### src/rtl/blfd_pkg.sv
package blfd_pkg;

  // ring geometry
  localparam int RING_DEPTH = 8;
  localparam int RING_AW    = (RING_DEPTH > 1) ? $clog2(RING_DEPTH) : 1;
  localparam int CNT_W      = $clog2(RING_DEPTH + 1);

  // field widths
  localparam int TIME_W   = 48;
  localparam int PRES_W   = 17;
  localparam int SEC_W    = 16;
  localparam int MS_W     = 26;
  localparam int RATE_W   = 31;
  localparam int LIMIT_W  = 32;
  localparam int OP_W     = 2;
  localparam int NUM_W    = 34;
  localparam int CFG_IDX_W  = 3;
  localparam int CFG_DATA_W = 32;

  localparam int IN_FIELDS_W  = TIME_W + PRES_W + 1;
  localparam int IN_TDATA_W   = ((IN_FIELDS_W + 7) / 8) * 8;
  localparam int OUT_FIELDS_W = 1 + TIME_W + 1 + 1 + 1 + RATE_W;
  localparam int OUT_TDATA_W  = ((OUT_FIELDS_W + 7) / 8) * 8;

  localparam int RATE_SCALE = 100000;
  localparam int MS_PER_S   = 1000;
  localparam logic [RATE_W-1:0] RATE_MAX = '1;

  // operations
  localparam logic [OP_W-1:0] OP_SAMPLE  = 2'd0;
  localparam logic [OP_W-1:0] OP_COMMAND = 2'd1;
  localparam logic [OP_W-1:0] OP_RESTORE = 2'd2;
  localparam logic [OP_W-1:0] OP_INIT    = 2'd3;

  // register indexes
  localparam logic [CFG_IDX_W-1:0] REG_LINK_LOSS  = 3'd0;
  localparam logic [CFG_IDX_W-1:0] REG_LAUNCH_DROP = 3'd1;
  localparam logic [CFG_IDX_W-1:0] REG_LAUNCH_DEB = 3'd2;
  localparam logic [CFG_IDX_W-1:0] REG_FLOAT_TMO  = 3'd3;
  localparam logic [CFG_IDX_W-1:0] REG_FLOAT_PRES = 3'd4;
  localparam logic [CFG_IDX_W-1:0] REG_FLOAT_RATE = 3'd5;
  localparam logic [CFG_IDX_W-1:0] REG_FLOAT_HOLD = 3'd6;

  // register reset values
  localparam logic [SEC_W-1:0]   RST_LINK_LOSS_S  = 16'd600;
  localparam logic [PRES_W-1:0]  RST_LAUNCH_DROP  = 17'd500;
  localparam logic [SEC_W-1:0]   RST_LAUNCH_DEB_S = 16'd10;
  localparam logic [SEC_W-1:0]   RST_FLOAT_TMO_S  = 16'd7200;
  localparam logic [PRES_W-1:0]  RST_FLOAT_PRES   = 17'd1000;
  localparam logic [LIMIT_W-1:0] RST_FLOAT_RATE   = 32'd500;
  localparam logic [SEC_W-1:0]   RST_FLOAT_HOLD_S = 16'd60;

  // divider result towards the sequencer
  typedef struct packed {
    logic              done;
    logic [RATE_W-1:0] rate;
  } div_res_t;

endpackage

### src/rtl/blfd_div.sv
module blfd_div (
  input  logic                          clk,
  input  logic                          rst_n,
  input  logic                          start,
  input  logic [blfd_pkg::NUM_W-1:0]    num,
  input  logic [blfd_pkg::TIME_W-1:0]   den,
  output blfd_pkg::div_res_t            res
);
  import blfd_pkg::*;

  localparam int ITER_W = $clog2(NUM_W);

  logic [TIME_W-1:0] rem_r, rem_nxt;
  logic [NUM_W-1:0]  quo_r, quo_nxt;
  logic [TIME_W-1:0] den_r, den_nxt;
  logic [ITER_W-1:0] iter_r, iter_nxt;
  logic              busy_r, busy_nxt;
  logic              done_r, done_nxt;
  logic [TIME_W:0]   rem_sh;
  logic [TIME_W+1:0] trial;

  // restoring division, one quotient bit a cycle, dividend shifts out of quo_r
  assign rem_sh = {rem_r, quo_r[NUM_W-1]};
  assign trial  = {1'b0, rem_sh} - {2'b00, den_r};

  always_comb begin
    rem_nxt  = rem_r;
    quo_nxt  = quo_r;
    den_nxt  = den_r;
    iter_nxt = iter_r;
    busy_nxt = busy_r;
    done_nxt = 1'b0;
    if (start) begin
      rem_nxt  = '0;
      quo_nxt  = num;
      den_nxt  = den;
      iter_nxt = '0;
      busy_nxt = 1'b1;
    end else if (busy_r) begin
      if (!trial[TIME_W+1]) begin
        rem_nxt = trial[TIME_W-1:0];
        quo_nxt = {quo_r[NUM_W-2:0], 1'b1};
      end else begin
        rem_nxt = rem_sh[TIME_W-1:0];
        quo_nxt = {quo_r[NUM_W-2:0], 1'b0};
      end
      iter_nxt = iter_r + 1'b1;
      if (iter_r == ITER_W'(NUM_W - 1)) begin
        busy_nxt = 1'b0;
        done_nxt = 1'b1;
      end
    end
  end

  always_ff @(posedge clk) begin
    rem_r  <= rem_nxt;
    quo_r  <= quo_nxt;
    den_r  <= den_nxt;
    iter_r <= iter_nxt;
    if (!rst_n) begin
      busy_r <= 1'b0;
      done_r <= 1'b0;
    end else begin
      busy_r <= busy_nxt;
      done_r <= done_nxt;
    end
  end

  // quotients past the 31-bit range saturate
  assign res.done = done_r;
  assign res.rate = (|quo_r[NUM_W-1:RATE_W]) ? RATE_MAX : quo_r[RATE_W-1:0];

endmodule

### src/rtl/balloon_launch_float_detector_top.sv
// sequence: command, restore and init beats go straight to the output stage; samples pass
//   read, scale, 34-step divide and check, or read and check when the rate is unavailable
// throughput: one beat at a time, the next is taken once the result is registered;
//   a full output register adds its stall
// reset: synchronous active-low rst_n clears flags, ring pointers and timers and
//   restores the register defaults; the ring memory itself is never cleared
module balloon_launch_float_detector_top (
  input  logic                               clk,
  input  logic                               rst_n,
  // input beats
  input  logic                               in_tvalid,
  output logic                               in_tready,
  // [47:0] time_ms, [64:48] pressure_pa, [65] restore_launched, rest zero
  input  logic [blfd_pkg::IN_TDATA_W-1:0]    in_tdata,
  // [1:0] operation
  input  logic [blfd_pkg::OP_W-1:0]          in_tuser,
  // result beats
  output logic                               out_tvalid,
  input  logic                               out_tready,
  // [0] launched, [48:1] launch_time, [49] floating, [50] link_lost,
  // [51] link_seen, [82:52] pressure_rate, rest zero
  output logic [blfd_pkg::OUT_TDATA_W-1:0]   out_tdata,
  // register writes
  input  logic                               cfg_valid,
  output logic                               cfg_ready,
  input  logic [blfd_pkg::CFG_IDX_W-1:0]     cfg_index,
  input  logic [blfd_pkg::CFG_DATA_W-1:0]    cfg_data
);
  import blfd_pkg::*;

  // sequencer states
  localparam logic [2:0] ST_IDLE = 3'd0;  // waiting for a beat
  localparam logic [2:0] ST_RD   = 3'd1;  // oldest ring entry arrives from memory
  localparam logic [2:0] ST_MUL  = 3'd2;  // scale the pressure step, kick the divider
  localparam logic [2:0] ST_DIV  = 3'd3;  // divider running
  localparam logic [2:0] ST_FLT  = 3'd4;  // float criterion on the fresh rate
  localparam logic [2:0] ST_OUT  = 3'd5;  // hand the result to the output register

  localparam int RING_W = PRES_W + TIME_W;

  // seconds to milliseconds, done once at register write
  function automatic logic [MS_W-1:0] sec_to_ms(input logic [SEC_W-1:0] s);
    sec_to_ms = MS_W'(s) * MS_W'(MS_PER_S);
  endfunction

  // ---------------------------------------------------------------- registers
  logic [MS_W-1:0]           link_ms_r;
  logic [PRES_W-1:0]         drop_r;
  logic [MS_W-1:0]           deb_ms_r;
  logic [MS_W-1:0]           tmo_ms_r;
  logic [PRES_W-1:0]         fpres_r;
  logic signed [LIMIT_W-1:0] frate_r;
  logic [MS_W-1:0]           hold_ms_r;

  assign cfg_ready = 1'b1;

  always_ff @(posedge clk) begin
    if (!rst_n) begin
      link_ms_r <= sec_to_ms(RST_LINK_LOSS_S);
      drop_r    <= RST_LAUNCH_DROP;
      deb_ms_r  <= sec_to_ms(RST_LAUNCH_DEB_S);
      tmo_ms_r  <= sec_to_ms(RST_FLOAT_TMO_S);
      fpres_r   <= RST_FLOAT_PRES;
      frate_r   <= RST_FLOAT_RATE;
      hold_ms_r <= sec_to_ms(RST_FLOAT_HOLD_S);
    end else if (cfg_valid && cfg_ready) begin
      unique case (cfg_index)
        REG_LINK_LOSS:   link_ms_r <= sec_to_ms(cfg_data[SEC_W-1:0]);
        REG_LAUNCH_DROP: drop_r    <= cfg_data[PRES_W-1:0];
        REG_LAUNCH_DEB:  deb_ms_r  <= sec_to_ms(cfg_data[SEC_W-1:0]);
        REG_FLOAT_TMO:   tmo_ms_r  <= sec_to_ms(cfg_data[SEC_W-1:0]);
        REG_FLOAT_PRES:  fpres_r   <= cfg_data[PRES_W-1:0];
        REG_FLOAT_RATE:  frate_r   <= cfg_data[LIMIT_W-1:0];
        REG_FLOAT_HOLD:  hold_ms_r <= sec_to_ms(cfg_data[SEC_W-1:0]);
        default: ;  // indexes past the list are dropped
      endcase
    end
  end

  // ---------------------------------------------------------------- ring memory
  // pressure/time pairs; entries are only read once the ring is full since init,
  // so stale contents never reach a result
  logic [RING_W-1:0]  ring_mem [RING_DEPTH];
  logic               ring_we;
  logic [RING_AW-1:0] ring_wa;
  logic [RING_AW-1:0] ring_ra;
  logic [RING_W-1:0]  ring_wd;
  logic [RING_W-1:0]  ring_rd_r;

  always_ff @(posedge clk) begin
    if (ring_we) begin
      ring_mem[ring_wa] <= ring_wd;
    end
    ring_rd_r <= ring_mem[ring_ra];
  end

  // ---------------------------------------------------------------- flight state
  logic [2:0]         state_r, state_nxt;
  logic [RING_AW-1:0] head_r, head_nxt;
  logic [CNT_W-1:0]   count_r, count_nxt;
  logic [TIME_W-1:0]  lastcmd_r, lastcmd_nxt;
  logic               seen_r, seen_nxt;
  logic               auto_r, auto_nxt;
  logic               launch_r, launch_nxt;
  logic [TIME_W-1:0]  ltime_r, ltime_nxt;
  logic [PRES_W-1:0]  ground_r, ground_nxt;
  logic [TIME_W-1:0]  lcand_r, lcand_nxt;
  logic               float_r, float_nxt;
  logic [TIME_W-1:0]  fcand_r, fcand_nxt;
  logic [RATE_W-1:0]  rate_r, rate_nxt;

  // per-sample working registers
  logic [PRES_W-1:0]  samp_p_r, samp_p_nxt;
  logic [TIME_W-1:0]  samp_t_r, samp_t_nxt;
  logic               fchk_r, fchk_nxt;     // float criterion applies to this sample
  logic [PRES_W-1:0]  dp_r, dp_nxt;
  logic [TIME_W-1:0]  dt_r, dt_nxt;

  // output register
  logic                   out_valid_r, out_valid_nxt;
  logic [OUT_TDATA_W-1:0] out_data_r, out_data_nxt;

  // divider
  logic               div_start;
  logic [NUM_W-1:0]   div_num;
  div_res_t           div_res;

  blfd_div u_div (
    .clk   (clk),
    .rst_n (rst_n),
    .start (div_start),
    .num   (div_num),
    .den   (dt_r),
    .res   (div_res)
  );

  // input fields
  logic [TIME_W-1:0] in_t;
  logic [PRES_W-1:0] in_p;
  logic              in_rl;
  logic              in_acc;

  assign in_t   = in_tdata[TIME_W-1:0];
  assign in_p   = in_tdata[TIME_W +: PRES_W];
  assign in_rl  = in_tdata[TIME_W + PRES_W];
  assign in_tready = (state_r == ST_IDLE);
  assign in_acc = in_tvalid && in_tready;

  // sample bookkeeping that does not need the rate
  logic [RING_AW-1:0] head_inc;
  logic [PRES_W-1:0]  ground_max;
  logic [PRES_W:0]    drop_sum;
  logic               drop_hit;
  logic [TIME_W-1:0]  lcand_eff;
  logic [TIME_W-1:0]  since_cmd, since_lcand, since_launch;

  assign head_inc     = (head_r == RING_AW'(RING_DEPTH - 1)) ? '0 : head_r + 1'b1;
  assign ground_max   = (in_p > ground_r) ? in_p : ground_r;
  assign drop_sum     = {1'b0, in_p} + {1'b0, drop_r};
  assign drop_hit     = (ground_max != '0) && (drop_sum <= {1'b0, ground_max});
  assign lcand_eff    = (lcand_r == '0) ? in_t : lcand_r;
  // elapsed times wrap modulo 2^48
  assign since_cmd    = in_t - lastcmd_r;
  assign since_lcand  = in_t - lcand_eff;
  assign since_launch = in_t - ltime_r;

  // rate path
  logic [TIME_W-1:0] old_t;
  logic [PRES_W-1:0] old_p;
  logic [TIME_W-1:0] dt_w;
  logic              ring_full;

  assign old_t     = ring_rd_r[TIME_W-1:0];
  assign old_p     = ring_rd_r[TIME_W +: PRES_W];
  assign dt_w      = samp_t_r - old_t;
  assign ring_full = (count_r == CNT_W'(RING_DEPTH));
  assign div_num   = NUM_W'(dp_r) * NUM_W'(RATE_SCALE);
  assign div_start = (state_r == ST_MUL);

  // float criterion
  logic [TIME_W-1:0] fcand_eff;
  logic [TIME_W-1:0] since_fcand;
  logic              fcrit;

  assign fcand_eff   = (fcand_r == '0) ? samp_t_r : fcand_r;
  assign since_fcand = samp_t_r - fcand_eff;
  assign fcrit       = (samp_p_r < fpres_r) && ($signed({1'b0, rate_r}) < frate_r);

  // memory port drive: write the new sample, read the entry that becomes oldest
  assign ring_we = in_acc && (in_tuser == OP_SAMPLE);
  assign ring_wa = head_r;
  assign ring_wd = {in_p, in_t};
  assign ring_ra = head_inc;

  always_comb begin
    state_nxt   = state_r;
    head_nxt    = head_r;
    count_nxt   = count_r;
    lastcmd_nxt = lastcmd_r;
    seen_nxt    = seen_r;
    auto_nxt    = auto_r;
    launch_nxt  = launch_r;
    ltime_nxt   = ltime_r;
    ground_nxt  = ground_r;
    lcand_nxt   = lcand_r;
    float_nxt   = float_r;
    fcand_nxt   = fcand_r;
    rate_nxt    = rate_r;
    samp_p_nxt  = samp_p_r;
    samp_t_nxt  = samp_t_r;
    fchk_nxt    = fchk_r;
    dp_nxt      = dp_r;
    dt_nxt      = dt_r;
    out_valid_nxt = out_valid_r;
    out_data_nxt  = out_data_r;

    if (out_valid_r && out_tready) begin
      out_valid_nxt = 1'b0;
    end

    unique case (state_r)
      ST_IDLE: begin
        if (in_acc) begin
          state_nxt = ST_OUT;
          unique case (in_tuser)
            OP_SAMPLE: begin
              state_nxt  = ST_RD;
              samp_p_nxt = in_p;
              samp_t_nxt = in_t;
              head_nxt   = head_inc;
              if (!ring_full) begin
                count_nxt = count_r + 1'b1;
              end
              if (!auto_r && (since_cmd > TIME_W'(link_ms_r))) begin
                auto_nxt = 1'b1;
              end
              fchk_nxt = 1'b0;
              if (!launch_r) begin
                // ground tracking and launch debounce
                ground_nxt = ground_max;
                if (drop_hit) begin
                  lcand_nxt = lcand_eff;
                  if (since_lcand >= TIME_W'(deb_ms_r)) begin
                    launch_nxt = 1'b1;
                    ltime_nxt  = in_t;
                  end
                end else begin
                  lcand_nxt = '0;
                end
              end else if (!float_r) begin
                // timeout fallback, otherwise the rate decides later
                if (since_launch >= TIME_W'(tmo_ms_r)) begin
                  float_nxt = 1'b1;
                end else begin
                  fchk_nxt = 1'b1;
                end
              end
            end
            OP_COMMAND: begin
              lastcmd_nxt = in_t;
              seen_nxt    = 1'b1;
              auto_nxt    = 1'b0;
            end
            OP_RESTORE: begin
              launch_nxt = in_rl;
              ltime_nxt  = in_t;
            end
            default: begin  // init keeps the registers
              head_nxt    = '0;
              count_nxt   = '0;
              lastcmd_nxt = in_t;
              seen_nxt    = 1'b0;
              auto_nxt    = 1'b0;
              launch_nxt  = 1'b0;
              ltime_nxt   = '0;
              ground_nxt  = '0;
              lcand_nxt   = '0;
              float_nxt   = 1'b0;
              fcand_nxt   = '0;
              rate_nxt    = RATE_MAX;
            end
          endcase
        end
      end
      ST_RD: begin
        // rate is unavailable until the ring is full or over a zero span
        if (!ring_full || (dt_w == '0)) begin
          rate_nxt  = RATE_MAX;
          state_nxt = ST_FLT;
        end else begin
          dp_nxt    = (samp_p_r >= old_p) ? samp_p_r - old_p : old_p - samp_p_r;
          dt_nxt    = dt_w;
          state_nxt = ST_MUL;
        end
      end
      ST_MUL: begin
        state_nxt = ST_DIV;
      end
      ST_DIV: begin
        if (div_res.done) begin
          rate_nxt  = div_res.rate;
          state_nxt = ST_FLT;
        end
      end
      ST_FLT: begin
        if (fchk_r) begin
          if (fcrit) begin
            fcand_nxt = fcand_eff;
            if (since_fcand >= TIME_W'(hold_ms_r)) begin
              float_nxt = 1'b1;
            end
          end else begin
            fcand_nxt = '0;
          end
        end
        state_nxt = ST_OUT;
      end
      ST_OUT: begin
        // wait for room in the output register
        if (!out_valid_r || out_tready) begin
          out_valid_nxt = 1'b1;
          out_data_nxt  = OUT_TDATA_W'({rate_r, seen_r, auto_r, float_r, ltime_r, launch_r});
          state_nxt     = ST_IDLE;
        end
      end
      default: begin
        state_nxt = ST_IDLE;
      end
    endcase
  end

  always_ff @(posedge clk) begin
    samp_p_r   <= samp_p_nxt;
    samp_t_r   <= samp_t_nxt;
    dp_r       <= dp_nxt;
    dt_r       <= dt_nxt;
    out_data_r <= out_data_nxt;
    if (!rst_n) begin
      state_r     <= ST_IDLE;
      head_r      <= '0;
      count_r     <= '0;
      lastcmd_r   <= '0;
      seen_r      <= 1'b0;
      auto_r      <= 1'b0;
      launch_r    <= 1'b0;
      ltime_r     <= '0;
      ground_r    <= '0;
      lcand_r     <= '0;
      float_r     <= 1'b0;
      fcand_r     <= '0;
      rate_r      <= RATE_MAX;
      fchk_r      <= 1'b0;
      out_valid_r <= 1'b0;
    end else begin
      state_r     <= state_nxt;
      head_r      <= head_nxt;
      count_r     <= count_nxt;
      lastcmd_r   <= lastcmd_nxt;
      seen_r      <= seen_nxt;
      auto_r      <= auto_nxt;
      launch_r    <= launch_nxt;
      ltime_r     <= ltime_nxt;
      ground_r    <= ground_nxt;
      lcand_r     <= lcand_nxt;
      float_r     <= float_nxt;
      fcand_r     <= fcand_nxt;
      rate_r      <= rate_nxt;
      fchk_r      <= fchk_nxt;
      out_valid_r <= out_valid_nxt;
    end
  end

  assign out_tvalid = out_valid_r;
  assign out_tdata  = out_data_r;

endmodule

### config.mk
export PLATFORM = sky130hd
export DESIGN_NAME = balloon_launch_float_detector_top
export DESIGN_NICKNAME = d
export VERILOG_FILES = /design/src/rtl/blfd_pkg.sv /design/src/rtl/blfd_div.sv /design/src/rtl/balloon_launch_float_detector_top.sv
export SDC_FILE = /design/constraint.sdc
export NUM_CORES = 2
export LEC_CHECK = 0
export BUFFER_PORTS_ARGS = -buffer_cell sky130_fd_sc_hd__buf_4
export CORE_MARGIN = 2
export CORE_UTILIZATION = 65
export CTS_BUF_LIST = sky130_fd_sc_hd__clkbuf_4
export CTS_CLUSTER_SIZE = 25
export DETAILED_ROUTE_END_ITERATION = 8
export PLACE_DENSITY = 0.8
export RECOVER_POWER = 25
export SYNTH_ARGS = -nofsm -noshare
export SYNTH_HDL_FRONTEND = slang
export SYNTH_SLANG_ARGS = --single-unit
### constraint.sdc
create_clock -name clk -period 10.9 [get_ports clk]
set_input_delay 0.545 -clock clk [delete_from_list [all_inputs] [get_ports clk]]
set_output_delay 0.545 -clock clk [all_outputs]
set_load 0.03 [all_outputs]
=== Word level (Yosys, flattened, before mapping) ===
Memories as Yosys holds them, arrays and structs flattened. A register that Yosys moved wholly into a read port is not among the register bits.
Cells that the tools add are included.

* Bits in registers: 765
* Memory bits (writable): 520
* Input port bits: 114
* Output and inout bits: 91
* Word-level logic and storage cells: 209
* Memories: 1

* Add/sub/neg operators: 12
* Multipliers: 2
* Magnitude comparators: 9
* Eq/ne operators: 31
* Multiplexer cells: 66
* Bitwise logic cells: 7
* Reduce and logical (&&, ||, !) cells: 47

{| class="wikitable"
|+ Memory list
! memory !! depth !! width !! read ports !! clocked after memory_dff !! write ports !! RTL line !! text
|-
| ring_mem || 8 || 65 || 1 || 1 || 1 || balloon_launch_float_detector_top.sv:83 || <nowiki>logic [RING_W-1:0] ring_mem [RING_DEPTH];</nowiki>
|}

{| class="wikitable"
|+ Operators with widths
! operator !! number
|-
| $mux W48 || 12
|-
| $sub A48 B48 Y48 || 5
|-
| $pmux W48 S2 || 2
|-
| $mux W31 || 5
|-
| $ge A48 B26 Y1 || 3
|-
| $logic_not A48 Y1 || 3
|-
| $pmux W48 S3 || 1
|-
| $pmux W31 S3 || 1
|-
| $mux W34 || 2
|-
| $mux W17 || 3
|-
| $sub A49 B48 Y50 || 1
|-
| $gt A48 B26 Y1 || 1
|-
| $pmux W17 S2 || 1
|-
| $sub A17 B17 Y17 || 2
|-
| $lt A32 B32 Y1 || 1
|-
| $mul A17 B12 Y29 const B || 1
|-
| $mux W1 || 24
|-
| $mul A16 B7 Y23 const B || 1
|-
| $ne A2 B2 Y1 const B || 10
|-
| $add A17 B17 Y18 || 1
|-
| $eq A3 B3 Y1 const B || 6
|-
| $le A18 B17 Y1 || 1
|-
| $mux W3 || 6
|-
| $pmux W3 S6 || 1
|-
| 36 further kinds || 80
|}

=== Depth between registers and ports, before layout ===
* Word-level depth: 8
* Depth in mapped cells: 32

=== Modules after synthesis ===
Synthesis repeated with hierarchy kept, for this count alone.

* Cells, all modules: 7643
* Area, all modules: 78440.2 um^2

{| class="wikitable"
|+ Modules (own cells, without submodules)
! module !! instances !! cells an instance !! area an instance (um^2) !! seq. area each (um^2)
|-
| balloon_launch_float_detector_top || 1 || 6692 || 69746.9 || 31600.3
|-
| blfd_div || 1 || 951 || 8693.3 || 3583.4
|}

=== Least setup slack after synthesis ===
No wires, ideal clock.

* Path type: flip-flop to flip-flop
* Start: register state_r[2]
* End: memory ring_mem[0][0] (netlist bit), enable pin
* Data arrival time: 7.840 ns
* Slack: 2.409 ns
* Stages on the path, launching flop included: 5
* Buffers on the path: 1
* Period minus slack after synthesis: 8.491 ns
* Cell sequence: dfxtp_1 -> clkbuf_1 -> nor3_1 -> nand3_1 -> nor4_1

* Longest elaborated chain between the ends: 5

{| class="wikitable"
|+ Ends and longest elaborated chain
! element !! RTL line !! text
|-
| from (decl) || balloon_launch_float_detector_top.sv:98 || <nowiki>logic [2:0] state_r, state_nxt;</nowiki>
|-
| from (signal assigned) || balloon_launch_float_detector_top.sv:355 || <nowiki>state_r <= state_nxt;</nowiki>
|-
| $logic_not A3 Y1 || balloon_launch_float_detector_top.sv:146 || <nowiki>assign in_tready = (state_r == ST_IDLE);</nowiki>
|-
| named net in_tready || balloon_launch_float_detector_top.sv:12 || <nowiki>output logic in_tready,</nowiki>
|-
| $logic_and A1 B1 Y1 || balloon_launch_float_detector_top.sv:147 || <nowiki>assign in_acc = in_tvalid && in_tready;</nowiki>
|-
| $logic_and A1 B1 Y1 || balloon_launch_float_detector_top.sv:190 || <nowiki>assign ring_we = in_acc && (in_tuser == OP_SAMPLE);</nowiki>
|-
| $mux W1 || balloon_launch_float_detector_top.sv:91 || <nowiki>if (ring_we) begin</nowiki>
|-
| $mux W1 (not written as such) || balloon_launch_float_detector_top.sv:92 || <nowiki>ring_mem[ring_wa] <= ring_wd;</nowiki>
|-
| to (decl) || balloon_launch_float_detector_top.sv:83 ||
|}

The timed path passes the listed nets, and every way through them passes these cells.

=== Final worst setup path ===
* Start: register lcand_r[26]
* End: register ltime_r[6]

* Longest elaborated chain between the ends: 6

{| class="wikitable"
|+ Ends and longest elaborated chain
! element !! RTL line !! text
|-
| from (decl) || balloon_launch_float_detector_top.sv:107 || <nowiki>logic [TIME_W-1:0] lcand_r, lcand_nxt;</nowiki>
|-
| from (signal assigned) || balloon_launch_float_detector_top.sv:364 || <nowiki>lcand_r <= lcand_nxt;</nowiki>
|-
| $logic_not A48 Y1 || balloon_launch_float_detector_top.sv:161 || <nowiki>assign lcand_eff = (lcand_r == '0) ? in_t : lcand_r;</nowiki>
|-
| $mux W48 * || balloon_launch_float_detector_top.sv:161 ||
|-
| $sub A48 B48 Y48 * || balloon_launch_float_detector_top.sv:164 || <nowiki>assign since_lcand = in_t - lcand_eff;</nowiki>
|-
| $ge A48 B26 Y1 * || balloon_launch_float_detector_top.sv:243 || <nowiki>if (since_lcand >= TIME_W'(deb_ms_r)) begin</nowiki>
|-
| $ne A2 B1 Y1 (no source line) * || -- ||
|-
| $reduce_and A6 Y1 (no source line) * || -- ||
|-
| to (signal assigned) || balloon_launch_float_detector_top.sv:362 || <nowiki>ltime_r <= ltime_nxt;</nowiki>
|-
| to (decl) || balloon_launch_float_detector_top.sv:105 || <nowiki>logic [TIME_W-1:0] ltime_r, ltime_nxt;</nowiki>
|}

Every way passes the cells marked *; elsewhere a longest branch is shown, timed or not.
A chain may end at the register's enable or synchronous reset.

==> results <==
- Counting cells, the worst reg-to-reg path comes to 26.
- The number of inserted filler cells in the final layout is 8,648.
- Dividing the detail-routed wire length by the instance count gives 22.1 µm.
- The first-pass iteration count of the detailed router is 7.
- Dividing total power by cell area gives a power density of 163 nW/µm².
- The largest net degree at the start of global routing is 103.
- The worst hold endpoint is fpres_r[12].
- In the final layout, the multi-input gates occupy between 30,000 and 40,000 µm².
- The worst voltage drop across the vdd grid is 0.196 mV.
- The number of pins exceeding their max-slew limit in the final report was 0.
- The number of synthesized register bits is between 1,000 and 1,500.
- The detailed router finished its first iteration with 6,137 violations.
- The area share of the largest cell type after synthesis is 0.311.
- Clock tree synthesis inserted a total of 352 buffers.
- Among all flip-flop cells after synthesis, the most frequent one is sky130_fd_sc_hd__edfxtp_1.
- The reg-to-reg critical path startpoint is lcand_r[26].
- The synthesized netlist contains 97 unique library cells.
- The final critical-path required period is around 8.4 ns.
- TritonCTS built the clock tree.
- The Yosys step of the flow raised 0 warnings.
- The number of global-route vias before repair is 62,100.
- For this run the aggregate overflow at the end of global routing stands at 0.
- Summed over all instances, the cell type with the most area after synthesis is sky130_fd_sc_hd__edfxtp_1.
- The count of boundary I/O pins is 205.
- The flow ran to the end, and the final reports show no timing, DRC or antenna violations.
- The count of unresolved DRC violations after routing is 0.
- Headroom to the max-slew limit came out at 0.0127.
- The type of element launching the critical path is a register.
- The floorplan step defined a die boundary enclosing ~120,000 µm².
- The net count of the finished layout is 9,154.
- At the worst endpoint, the arrival time is between 9 and 10 ns.
- Each instance of the synthesized netlist takes up on average 10.0 µm².
- The hold-critical path depth is 4.
- The clock passes through at most 4 buffers.
- Sorting the synthesized cells by area gives the leading types as sky130_fd_sc_hd__edfxtp_1 (31%), sky130_fd_sc_hd__dfxtp_1 (14%), sky130_fd_sc_hd__ha_1 (11%).
- The via count is ~63,000.
- The count of maximum capacitance violations is 0.
- The chip height is 351 µm.
- Total power for the finished layout comes to 14.1 mW.
- The worst setup path is captured at a register.
- After synthesis the cells add up to 78,100 µm².
- The half-perimeter wire length after placement is 154,000 µm.
- The tightest min-delay check is of the in -> reg type.
- The setup check on the worst reg-to-reg path leaves a slack of 2.50 ns.
- The fmax is approximately 0.12 GHz.
- Setup violations remaining at the end of the flow were counted as 0.
- The number of antenna violations at the first check in global routing came to 6.
- The worst path meets setup with 2.50 ns of slack.
- The number of failing hold endpoints at the final stage is 0.
- Wires add up to 224,000 µm.
- The depth of the CTS H-tree is 5.
- The number of antenna-violating nets in the routed design is 0.
- The count of input and output buffers is 192.
- The start point of the worst min-delay path is cfg_data[12].
- The floorplan has 127 rows.
- The placeable core area is about 120,000 µm².
- The effective utilization at floorplan is 0.654.
- Setup repair after global routing left no endpoint under its margin.
- The die boundary width is 351 µm.
- Between clock sinks in the finished design, the worst skew comes to 0.129 ns.
- The post-placement worst setup slack is 2.59 ns.
- Synthesis produced roughly 7,800 cells.
- After clock tree synthesis, the clock-pin slew on the worst setup and hold paths is ~0.080 ns.
- The post-synthesis sequential area ratio is 0.450.
- At the pin with the least slew margin, the transition time is 1.48 ns.
- The clock insertion delay at the later pin of the skew report is 1.27 ns.
- The worst path required time is ~12 ns.
- In the synthesized netlist the async set-or-reset flop fraction comes to 0.
- Clock tree synthesis found a total of about 1,400 sinks.
- In this run the post-CTS setup repair buffer count came out at 0.
- The wire length of the first global-routing pass is 345,000 µm.
- Dividing the detail-routed via count by the number of cells gives approximately 6.3.
- The capturing point of the worst reg2reg path is ltime_r[6].
- The tree is rooted in a sky130_fd_sc_hd__clkbuf_4.
- For this design the static power due to leakage is between 30 and 40 nW.
- Of all nets on the critical path, the largest fanout is 31.
- The final clock period utilization by the worst path is 0.771.
- The number of gates resized after CTS was 0.
- Across the whole layout, storage elements account for 35,100 µm².
- The category of the most critical setup path is reg -> reg.
- In the global route stage, overall resource usage came out at 0.362.
- Routability-driven placement finished with a final weighted congestion of around 0.95.
- The synthesized design contains 810 enable-type register cells.
- The setup TNS is 0 ns.
- The synthesis-to-layout area growth is 11.1%.
- The share of cells above drive strength 1 is 0.107.
## where the power goes
group,switching [mW],internal [mW]
Combinational,2.57,1.45
Clock,2.10,2.30
Sequential,0.122,5.57
## layout make-up
cell class,count,share of cell area
multi-input cells,5449,0.453
flip-flops and latches,1350,0.405
clock buffers,541,0.0468
repair buffers,421,0.0385
inverters,682,0.0296
well taps,1612,0.0232
clock inverters,71,0.00399
diodes,8,0.000231
## registers in the layout (all words and copies together), names as in the netlist, 17 cells and up
name,flops
frate_r,32
rate_r,31
u_div.den_r,48
u_div.quo_r,34
fpres_r,17
samp_p_r,17
dp_r,17
hold_ms_r,23
tmo_ms_r,23
dt_r,48
drop_r,17
fcand_r,48
ring_mem,520
lcand_r,48
u_div.rem_r,48
out_tdata,83
samp_t_r,48
ring_rd_r,65
link_ms_r,23
ltime_r,48
lastcmd_r,48
deb_ms_r,23
ground_r,17
## critical path: stages (launching register included)
cell and delay, ns:
sky130_fd_sc_hd__dfxtp_1 0.32, sky130_fd_sc_hd__nor4_1 0.67, sky130_fd_sc_hd__nand4_1 0.22, sky130_fd_sc_hd__nor3_2 0.24, sky130_fd_sc_hd__buf_4 0.28, sky130_fd_sc_hd__a21o_1 0.17, sky130_fd_sc_hd__inv_1 0.05, sky130_fd_sc_hd__ha_1 0.36
sky130_fd_sc_hd__o21a_1 0.13, sky130_fd_sc_hd__o31a_1 0.18, sky130_fd_sc_hd__o211ai_1 0.15, sky130_fd_sc_hd__a2111oi_0 0.80, sky130_fd_sc_hd__nor4b_1 0.23, sky130_fd_sc_hd__or2_1 0.35, sky130_fd_sc_hd__xnor2_1 0.22, sky130_fd_sc_hd__ha_1 0.28
sky130_fd_sc_hd__a21o_1 0.19, sky130_fd_sc_hd__a21o_1 0.17, sky130_fd_sc_hd__a211o_1 0.29, sky130_fd_sc_hd__a2111oi_0 0.50, sky130_fd_sc_hd__o211ai_1 0.18, sky130_fd_sc_hd__nor4_1 0.30, sky130_fd_sc_hd__nand4_1 0.17, sky130_fd_sc_hd__nor4_1 0.58
sky130_fd_sc_hd__o221ai_4 0.51, sky130_fd_sc_hd__buf_4 0.47, sky130_fd_sc_hd__mux2i_1 0.19
## worst max path at each step
stage                startpoint             end  slack (ns)  cells after the start
floorplan            state_r[2]  ring_mem[0][0]        2.41                      4
global placement    lcand_r[26]      ltime_r[2]        2.69                     28
detailed placement  lcand_r[26]      ltime_r[3]        2.59                     26
CTS                  lcand_r[5]      ltime_r[6]        2.56                     26
global route         lcand_r[5]      ltime_r[0]        1.97                     26
finish              lcand_r[26]      ltime_r[6]        2.50                     26
## per-stage QoR
stage / hold WS (ns) / cell area (µm²) / std cells / util
after floorplan: 0.400 / 78100 / 7815 / -
after global placement: 0.401 / 80900 / 9349 / 0.677
after detailed placement: 0.405 / 80900 / 9349 / 0.677
after CTS: 0.000299 / 87000 / 10100 / 0.728
after global routing: 0.190 / 86800 / 10100 / 0.726
final: 0.261 / 86800 / 10100 / 0.726
## synthesized netlist by cell type, drive strengths merged (77+ instances only)
library cell / n
nand4: 84
dfxtp: 540
nor2b: 117
o211ai: 91
a21oi: 671
o21ai: 402
fa: 111
nor3: 94
xnor2: 160
inv: 681
nor2: 485
clkbuf: 293
xor2: 104
ha: 673
a21o: 254
nand3: 172
nand2: 806
edfxtp: 810
o31a: 77
mux2i: 97
## kinds of logic (layout without fill, tap and decap cells)
family | count (synthesis) | in the layout | share of synthesized area
xor gates and xnor gates | 264 | 264 | 0.0296
buffers and inverters | 1016 | 1715 | 0.0495
adders and majority gates | 784 | 784 | 0.136
AOI/OAI and AO/OA | 2154 | 2154 | 0.181
and+or+nand+nor | 2073 | 2073 | 0.122
muxes | 168 | 168 | 0.0320
other | 2 | 14 | 0.0000962
DFF | 1350 | 1350 | 0.450
## metal layers
metal  track usage  share of wire
met1         0.480           0.41
met2         0.579           0.46
met3        0.0698          0.095
met4         0.160          0.042
met5             0              0
## cells in the final DEF (no fill, tap or decap), types with 160 or more instances in the layout
cell	n
sky130_fd_sc_hd__clkbuf_4	541
sky130_fd_sc_hd__buf_4	193
sky130_fd_sc_hd__a21o_1	254
sky130_fd_sc_hd__nand3_1	172
sky130_fd_sc_hd__inv_1	678
sky130_fd_sc_hd__edfxtp_1	810
sky130_fd_sc_hd__dlygate4sd3_1	165
sky130_fd_sc_hd__ha_1	672
sky130_fd_sc_hd__nor2_1	478
sky130_fd_sc_hd__nand2_1	804
sky130_fd_sc_hd__o21ai_0	393
sky130_fd_sc_hd__a21oi_1	669
sky130_fd_sc_hd__xnor2_1	160
sky130_fd_sc_hd__dfxtp_1	538
## timing repair
item                                   in CTS  in global routing
setup endpoints to repair                   0                  0
hold buffers                              165                  0
endpoints found under the hold margin     890                  0
No activity file was read; power rests on OpenSTA's default activity.
